### config.mk
export PLATFORM = sky130hd
export DESIGN_NAME = spot_square
export DESIGN_NICKNAME = d
export VERILOG_FILES = /design/src/rtl/spot_square.sv
export SDC_FILE = /design/constraint.sdc
export NUM_CORES = 1
export LEC_CHECK = 0
export BUFFER_PORTS_ARGS = -buffer_cell sky130_fd_sc_hd__buf_4
export CAP_MARGIN = 0
export CORE_ASPECT_RATIO = 1.5
export CORE_MARGIN = 4
export CORE_UTILIZATION = 65
export DETAILED_ROUTE_END_ITERATION = 6
export GPL_ROUTABILITY_DRIVEN = 0
export PLACE_DENSITY = 0.92
export REMOVE_ABC_BUFFERS = 1
export SYNTH_ARGS = -nofsm -noshare
export SYNTH_HDL_FRONTEND = slang
export SYNTH_SLANG_ARGS = --single-unit
### constraint.sdc
create_clock -name clock -period 8.9 [get_ports clock]
set_input_delay 2.225 -clock clock [delete_from_list [all_inputs] [get_ports clock]]
set_output_delay 2.225 -clock clock [all_outputs]
set_load 0.02 [all_outputs]
### src/rtl/spot_square.sv
// spot_square: registered unsigned squaring unit, one operand per cycle while enable is high
// standalone, used by shape_pair_overlap_test
`default_nettype none

module spot_square #(
   parameter int WIDTH = 17
) (
   input  wire  logic               clock,
   input  wire  logic               enable,
   input  wire  logic [WIDTH-1:0]   operand,
   output logic       [2*WIDTH-1:0] square
);

   logic [2*WIDTH-1:0] square_ff;
   logic [2*WIDTH-1:0] square_in;

   assign square_in = {{WIDTH{1'b0}}, operand} * {{WIDTH{1'b0}}, operand};

   always_ff @(posedge clock) begin
      if (enable) begin
         square_ff <= square_in;
      end
   end

   assign square = square_ff;

endmodule

`default_nettype wire

==> out/qor.yml, run 1 <==
status: "completed"
rows: 53
fin_crit_ns: 8.01
grt.busiest_layer: "met2"
cp-end-kind: "flop"
syn2layout_area_growth_pct: 7.30
mostFrequentLayoutCell: "sky130_fd_sc_hd__inv_1"
ys_seq_elements: 33
most-common-layout-cells: "sky130_fd_sc_hd__inv_1 (286), sky130_fd_sc_hd__fa_1 (190), sky130_fd_sc_hd__ha_1 (110)"
detailed_place.area_um2: 9900
met2_usage_pct: 55.1
grt_first_pass_wirelength_um: 36700
multi_input_area_um2: 7210
data_arrival_time_of_the_worst_path_ns: 8.03
detailedRoute.firstPassIterationCount: 5
largest_net_degree_at_the_start_of_global_routing: 34
floorplan.io_pins: 53
final.period_utilization_pct: 90.0
h-tree-depth: 2
postLayoutCellArea_um2: 10100
setup.worst_path.start_class: "input pin"
synth-seq-area-share_pct: 10.6
die-area_um2: 16500
antenna_cells: 0
die-height_um: 155
critical_path_class: "in2reg"
finalSetupTns_ns: 0
synth_edf_count: 33
dr_total_vias: 6886
synth_cell_type_count: 55
grt_util_met1_pct: 28.2
placeableCoreArea_um2: 14100
nFillCells: 977
wl_per_cell_um: 18.4
cts_made_buffers: 5
drc: 0
die_width_um: 106
global_route.usage.met3_pct: 2.78
ys_dominant_reg_cell: "sky130_fd_sc_hd__edfxtp_1"
ctsRootBufferMaster: "sky130_fd_sc_hd__clkbuf_16"
number_of_antenna_violations_at_the_first_check_in_global_routing: 0
drt_iter0_drc: 406
timing.hold.worst.class: "in2reg"
cp_max_fo: 16
rsz0062_at_grt: "false"
syn_inst: 979
place.detailed.instances: 1200
finalMaxSlewViolations: 0
synth_warnings: 0
dp_hpwl_um: 18600
tritoncts_clock_tree: "done"
post_synthesis_instance_area_um2: 9380
vias_in_the_first_global_route: 7973
syn-mean-instance-area_um2: 9.58
setup_fix_bufs_post_cts: 0
cap_violations: 0
overflow: 0
post_cts_hold_buffer_count: 0
finalSetupViolCount: 0
register_area_um2: 991
layout.nets: 1334
clock_sink_count: 33
proportion_of_register_bits_with_asynchronous_set_or_reset_after_synthesis_pct: 0
port-buffer-count: 51
largest_register_ffs: 33
route.antenna.remaining_nets: 0
final_cells: 1208
worstPathRequired_ns: 8.92
grt_use_total_pct: 28.6
post_route_cells_drive_above_1_share_pct: 7.68
initial_core_utilization_pct: 66.7
cts_buffer_depth: 2
cts_resized: 0
clk_pin_slew_ns: 0.05
post_detailed_route_via_to_cell_ratio: 5.70
total_count_of_hold_check_failures_in_the_final_report: 0
routed_wl_um: 22200
maxClockFrequency_mhz: 125
==> cell usage after synthesis, types with 2 or more instances <==
cell | number | area, um^2
sky130_fd_sc_hd__a211oi_1 | 3 | 22.5
sky130_fd_sc_hd__a21o_1 | 12 | 90.1
sky130_fd_sc_hd__a21o_2 | 2 | 17.5
sky130_fd_sc_hd__a21oi_1 | 28 | 140
sky130_fd_sc_hd__a21oi_2 | 2 | 17.5
sky130_fd_sc_hd__a221oi_1 | 2 | 17.5
sky130_fd_sc_hd__and2_1 | 54 | 338
sky130_fd_sc_hd__and3_1 | 2 | 12.5
sky130_fd_sc_hd__buf_6 | 2 | 22.5
sky130_fd_sc_hd__clkbuf_1 | 19 | 71.3
sky130_fd_sc_hd__edfxtp_1 | 33 | 991
sky130_fd_sc_hd__fa_1 | 190 | 3800
sky130_fd_sc_hd__ha_1 | 110 | 1380
sky130_fd_sc_hd__inv_1 | 286 | 1070
sky130_fd_sc_hd__nand2_1 | 94 | 353
sky130_fd_sc_hd__nand2b_1 | 4 | 25.0
sky130_fd_sc_hd__nand3_1 | 8 | 40.0
sky130_fd_sc_hd__nand4_1 | 3 | 18.8
sky130_fd_sc_hd__nor2_1 | 17 | 63.8
sky130_fd_sc_hd__nor2b_1 | 8 | 50.1
sky130_fd_sc_hd__nor3_1 | 3 | 15.0
sky130_fd_sc_hd__o211ai_1 | 2 | 15.0
sky130_fd_sc_hd__o21a_1 | 4 | 30.0
sky130_fd_sc_hd__o21ai_0 | 12 | 60.1
sky130_fd_sc_hd__o21bai_1 | 5 | 37.5
sky130_fd_sc_hd__o31ai_1 | 3 | 22.5
sky130_fd_sc_hd__or2_2 | 3 | 18.8
sky130_fd_sc_hd__or3_1 | 2 | 12.5
sky130_fd_sc_hd__xnor2_1 | 29 | 254
sky130_fd_sc_hd__xor2_1 | 12 | 105
==> worst max-delay path, cell delays in order <==
cell,delay [ns]
sky130_fd_sc_hd__buf_4,0.23
sky130_fd_sc_hd__inv_1,0.17
sky130_fd_sc_hd__nor2_1,0.24
sky130_fd_sc_hd__inv_1,0.13
sky130_fd_sc_hd__fa_1,0.42
sky130_fd_sc_hd__inv_1,0.09
sky130_fd_sc_hd__fa_1,0.41
sky130_fd_sc_hd__inv_1,0.09
sky130_fd_sc_hd__fa_1,0.38
sky130_fd_sc_hd__inv_1,0.07
sky130_fd_sc_hd__fa_1,0.42
sky130_fd_sc_hd__fa_1,0.50
sky130_fd_sc_hd__inv_1,0.05
sky130_fd_sc_hd__fa_1,0.48
sky130_fd_sc_hd__inv_1,0.06
sky130_fd_sc_hd__ha_1,0.36
sky130_fd_sc_hd__a21oi_2,0.28
sky130_fd_sc_hd__o21ai_0,0.17
sky130_fd_sc_hd__a221oi_1,0.33
sky130_fd_sc_hd__nand3_1,0.20
sky130_fd_sc_hd__a221oi_1,0.41
sky130_fd_sc_hd__o21ai_1,0.15
sky130_fd_sc_hd__xor2_1,0.16
==> cell type report <==
class                   instances  share of cell area [%]
repair buffers                 51                    3.81
inverters                     286                    10.7
flip-flops and latches         33                    9.85
clock buffers                   6                    1.28
clock inverters                 2                   0.336
well taps                     192                    2.39
multi-input cells             638                    71.7
==> logic make-up after synthesis <==
| logic type | Yosys count | synth area share (%) |
|---|---|---|
| xor+xnor | 41 | 3.83 |
| fa+ha+maj | 300 | 55.2 |
| simple gates | 205 | 10.7 |
| mux | 1 | 0.120 |
| other cells | 1 | 0.0400 |
| flops | 33 | 10.6 |
| buf+inv | 308 | 12.5 |
| compound gates | 90 | 6.93 |
==> routing by layer <==
| layer | share of wire (%) | vias to the layer above | wire length (um) |
|---|---|---|---|
| li1 | - | 3004 | - |
| met1 | 30 | 3408 | 6660 |
| met2 | 57 | 326 | 12800 |
| met3 | 5.1 | 148 | 1130 |
| met4 | 7.6 | 0 | 1690 |
| met5 | 0 | - | 0 |
==> metrics by stage <==
stage,worst slack [ns],util [%],hold slack (ns)
global route,0.556,71.6,2.34
floorplan,1.48,-,2.32
CTS,0.959,71.6,2.34
finish,0.891,71.6,2.35
global placement,0.961,70.4,2.61
detailed placement,0.692,70.4,2.63
==> path summary, 6_finish.rpt <==
check,end,start,cells after the start
worst max-delay path,square[30]$_DFFE_PP_,operand[3],23
worst min-delay path,square[0]$_DFFE_PP_,operand[0],1
Power of run 1 is left out: the tool's default activity adds up to more than one toggle a clock period on the data nets, which glitch-free logic cannot reach.
==> run 2, diff against run 1 <==
--- a/config.mk
+++ b/config.mk
@@ -12,8 +12,11 @@
 export CORE_UTILIZATION = 65
 export DETAILED_ROUTE_END_ITERATION = 6
 export GPL_ROUTABILITY_DRIVEN = 0
+export GPL_TIMING_DRIVEN = 0
+export MAX_ROUTING_LAYER = met4
 export PLACE_DENSITY = 0.92
 export REMOVE_ABC_BUFFERS = 1
+export SKIP_CTS_REPAIR_TIMING = 1
 export SYNTH_ARGS = -nofsm -noshare
 export SYNTH_HDL_FRONTEND = slang
 export SYNTH_SLANG_ARGS = --single-unit
==> run 2 against run 1 <==
Compared with the run above: core utilization grew 0.062 points; first-iteration DRC count grew 4.4%; maximum frequency down 2.4%; sequential cell count unchanged; non-clock buffer count unchanged; cell count did not move; setup slack got worse by 0.20 ns; critical path depth is 2 lower; via count up 1.1%; critical endpoint unchanged; highest routed layer unchanged.
==> out/qor.yml, run 2 (synthesis results as in run 1) <==
die_width_um: 106
maxClockFrequency_mhz: 122
postLayoutCellArea_um2: 10100
finalSetupTns_ns: 0
drc: 0
die-height_um: 155
grt_first_pass_wirelength_um: 37900
detailed_place.area_um2: 9900
port-buffer-count: 51
timing.hold.worst.class: "in2reg"
fin_crit_ns: 8.20
vias_in_the_first_global_route: 7978
h-tree-depth: 2
finalSetupViolCount: 0
clock_sink_count: 33
initial_core_utilization_pct: 66.7
dp_hpwl_um: 18000
nFillCells: 954
final.period_utilization_pct: 92.2
tightest_slew_ns: 0.572
largest_net_degree_at_the_start_of_global_routing: 34
mostFrequentLayoutCell: "sky130_fd_sc_hd__inv_1"
most-common-layout-cells: "sky130_fd_sc_hd__inv_1 (286), sky130_fd_sc_hd__fa_1 (190), sky130_fd_sc_hd__ha_1 (110)"
post_route_cells_drive_above_1_share_pct: 7.87
detailedRoute.firstPassIterationCount: 5
data_arrival_time_of_the_worst_path_ns: 8.24
ctsRootBufferMaster: "sky130_fd_sc_hd__clkbuf_16"
route.antenna.remaining_nets: 0
worstPathRequired_ns: 8.93
critical_path_class: "in2reg"
antenna_cells: 0
syn2layout_area_growth_pct: 7.39
cts_made_buffers: 5
layout.nets: 1334
max_stage_delay_ns: 0.54
setup.worst_path.start_class: "input pin"
rows: 53
post_detailed_route_via_to_cell_ratio: 5.76
wl_per_cell_um: 18.8
total_count_of_hold_check_failures_in_the_final_report: 0
die-area_um2: 16500
grt_use_total_pct: 30.3
cp_max_fo: 16
tritoncts_clock_tree: "done"
dr_total_vias: 6960
largest_register_ffs: 33
drt_iter0_drc: 424
slew_headroom_pct: 61.9
utilization_pct: 71.6
placeableCoreArea_um2: 14100
hold_ws_ns: 2.30
cells_along_the_critical_path: "buf_4 > inv_1 > nor2_1 > fa_1 > inv_1 > fa_1 > fa_1 > inv_1 > fa_1 > fa_1 > inv_1 > fa_1 > inv_1 > ha_1 > a21oi_2 > o21ai_0 > a221oi_1 > nand3_1 > a221oi_1 > o21ai_1 > xor2_1"
cp-end-kind: "flop"
clk_pin_slew_ns: 0.06
status: "completed"
finalMaxSlewViolations: 0
slowest_stage: "sky130_fd_sc_hd__a221oi_1"
routed_wl_um: 22800
rsz0062_at_grt: "false"
cts_buffer_depth: 2
cap_violations: 0
floorplan.io_pins: 53
number_of_antenna_violations_at_the_first_check_in_global_routing: 1
overflow: 0
crit_top_cell: "sky130_fd_sc_hd__fa_1"
==> run 2: path summary, 6_finish.rpt <==
check                   from                    to  slack (ns)  cells after the start
setup / recovery  operand[3]  square[30]$_DFFE_PP_        0.70                     21
hold / removal    operand[0]   square[0]$_DFFE_PP_        2.30                      1
==> run 2: worst max-delay path: cells and delay by family <==
family                     cells  cell delay [ns]
adders and majority gates      7             3.28
buffers and inverters          6             0.71
AOI/OAI and AO/OA              5             1.41
and+or+nand+nor                2             0.44
xor gates and xnor gates       1             0.16
==> run 2: final cells by class <==
class / instances / area, um^2 / area share [%]
sequential: 33 / 991 / 9.84
multi-input combinational: 638 / 7210 / 71.6
inverter: 286 / 1070 / 10.7
tap: 192 / 240 / 2.39
timing repair buffer: 51 / 383 / 3.80
clock inverter: 3 / 46.3 / 0.460
clock buffer: 5 / 125 / 1.24
==> run 2: through the flow <==
stage | setup slack (ns) | cells
after CTS | 0.741 | 1208
after global routing | 0.584 | 1208
final | 0.696 | 1208
after global placement | 0.727 | 1200
after floorplan | 1.48 | 957
after detailed placement | 0.512 | 1200
==> run 2: per-layer routing <==
layer  part of all wire, %  wire, um  vias up  GRT usage, %
met3                   4.4       992      128          2.86
li1                      -         -     3008             -
met5                     0         0        -             -
met4                   6.5      1480        0          16.2
met2                    57     13000      300          57.2
met1                    32      7320     3524          30.5
Power of run 2 is left out for the same reason.
==> run 3, diff against run 2 <==
--- a/config.mk
+++ b/config.mk
@@ -5,12 +5,12 @@
 export SDC_FILE = /design/constraint.sdc
 export NUM_CORES = 1
 export LEC_CHECK = 0
-export BUFFER_PORTS_ARGS = -buffer_cell sky130_fd_sc_hd__buf_4
 export CAP_MARGIN = 0
 export CORE_ASPECT_RATIO = 1.5
 export CORE_MARGIN = 4
-export CORE_UTILIZATION = 65
+export CORE_UTILIZATION = 68
 export DETAILED_ROUTE_END_ITERATION = 6
+export DONT_BUFFER_PORTS = 1
 export GPL_ROUTABILITY_DRIVEN = 0
 export GPL_TIMING_DRIVEN = 0
 export MAX_ROUTING_LAYER = met4
==> constraint.sdc (replaced) <==
create_clock -name clock -period 7.68 [get_ports clock]
set_input_delay 1.92 -clock clock [delete_from_list [all_inputs] [get_ports clock]]
set_output_delay 1.92 -clock clock [all_outputs]
set_load 0.02 [all_outputs]
==> run 3 against run 2 <==
Compared with the run above: clock-buffer cell count unchanged; sequential share of layout area is 0.42 points higher; non-clock buffer count down 51; wire length shrank 5.3%; setup slack worse by 0.49 ns; via count down 3.8%; final area fell by 4.1%; die area fell by 4.1%; sequential cell count unchanged; first-iteration DRC count increased by 5.2%; global-route usage shrank 0.93 points.
==> out/qor.yml, run 3 (synthesis results as in run 1) <==
finalMaxSlewViolations: 0
clock_sink_count: 33
tritoncts_clock_tree: "done"
antenna_cells: 0
finalSetupViolCount: 0
die-area_um2: 15800
rows: 52
hold_path_depth: 0
crit_top_cell: "sky130_fd_sc_hd__fa_1"
cells_along_the_critical_path: "inv_1 > nor2_1 > fa_1 > inv_1 > fa_1 > fa_1 > inv_1 > fa_1 > fa_1 > inv_1 > fa_1 > inv_1 > ha_1 > a21oi_2 > nand4b_1 > a21oi_1 > o21ai_2 > a221oi_2 > o21ai_0 > xor2_1"
die_width_um: 104
drt_iter0_drc: 446
fin_crit_ns: 7.48
worstPathRequired_ns: 7.70
slowest_stage: "sky130_fd_sc_hd__fa_1"
data_arrival_time_of_the_worst_path_ns: 7.50
post_route_cells_drive_above_1_share_pct: 3.11
cp-end-kind: "flop"
total_count_of_hold_check_failures_in_the_final_report: 0
drc: 0
route.antenna.remaining_nets: 0
post_detailed_route_via_to_cell_ratio: 5.94
initial_core_utilization_pct: 69.3
largest_net_degree_at_the_start_of_global_routing: 34
layout.nets: 1283
floorplan.io_pins: 53
detailedRoute.firstPassIterationCount: 5
wl_per_cell_um: 19.1
syn2layout_area_growth_pct: 2.98
cts_buffer_depth: 2
routed_wl_um: 21600
port-buffer-count: 0
placeableCoreArea_um2: 13500
grt_use_total_pct: 29.4
ctsRootBufferMaster: "sky130_fd_sc_hd__clkbuf_16"
finalSetupTns_ns: 0
dp_hpwl_um: 17300
rsz0062_at_grt: "false"
timing.hold.worst.class: "in2reg"
status: "completed"
max_stage_delay_ns: 0.52
setup.worst_path.start_class: "input pin"
overflow: 0
vias_in_the_first_global_route: 7747
dr_total_vias: 6694
cp_max_fo: 16
cts_made_buffers: 5
largest_register_ffs: 33
die-height_um: 152
h-tree-depth: 2
final.period_utilization_pct: 97.4
hold_path_startpoint: "operand[0]"
critical_path_class: "in2reg"
maxClockFrequency_mhz: 134
hold_path_end: "square[0]$_DFFE_PP_"
grt_first_pass_wirelength_um: 36200
most-common-layout-cells: "sky130_fd_sc_hd__inv_1 (286), sky130_fd_sc_hd__fa_1 (190), sky130_fd_sc_hd__ha_1 (110)"
mostFrequentLayoutCell: "sky130_fd_sc_hd__inv_1"
cap_violations: 0
clk_pin_slew_ns: 0.06
number_of_antenna_violations_at_the_first_check_in_global_routing: 0
-- run 3: final cells by class --
| class | count | area, um^2 |
|---|---|---|
| Tap cell | 162 | 203 |
| Multi-Input combinational cell | 638 | 7220 |
| Sequential cell | 33 | 991 |
| Clock buffer | 5 | 125 |
| Fill cell | 887 | 3880 |
| Inverter | 286 | 1070 |
| Clock inverter | 3 | 46.3 |
-- run 3: worst max-delay path, delay by kind of cell --
kind	cells	cell delay [ns]
XOR/XNOR	1	0.18
buffers and inverters	5	0.39
AND/OR/NAND/NOR	2	0.27
adder cells (fa/ha/maj)	7	3.44
AO/OA/AOI/OAI	5	1.30
-- run 3: metrics by stage --
stage / setup WS, ns / hold slack (ns) / cells / util, % / area, um^2
global placement: 0.0618 / 2.02 / 1119 / 70.0 / 9480
finish: 0.202 / 1.73 / 1127 / 71.3 / 9660
global route: 0.0536 / 1.73 / 1127 / 71.3 / 9660
CTS: 0.169 / 1.73 / 1127 / 71.3 / 9650
floorplan: 0.568 / 2.02 / 957 / - / 9280
detailed placement: 0.00708 / 2.02 / 1119 / 70.0 / 9480
-- run 3: how the worst max path moves through the flow --
stage          slack (ns)       start                    to  depth (start not counted)
2_1_floorplan        0.57  operand[4]  square[30]$_DFFE_PP_                         19
3_3_place_gp         0.06  operand[3]  square[30]$_DFFE_PP_                         20
3_5_place_dp        0.007  operand[3]  square[30]$_DFFE_PP_                         20
4_1_cts              0.17  operand[3]  square[30]$_DFFE_PP_                         20
5_1_grt              0.05  operand[3]  square[28]$_DFFE_PP_                         20
6_report             0.20  operand[3]  square[28]$_DFFE_PP_                         20
-- run 3: metal layers --
layer,track usage (%),routed length [um]
met5,-,0
met4,13.7,969
met3,3.78,1290
met2,55.6,12500
met1,29.6,6840
Power of run 3 is left out for the same reason.
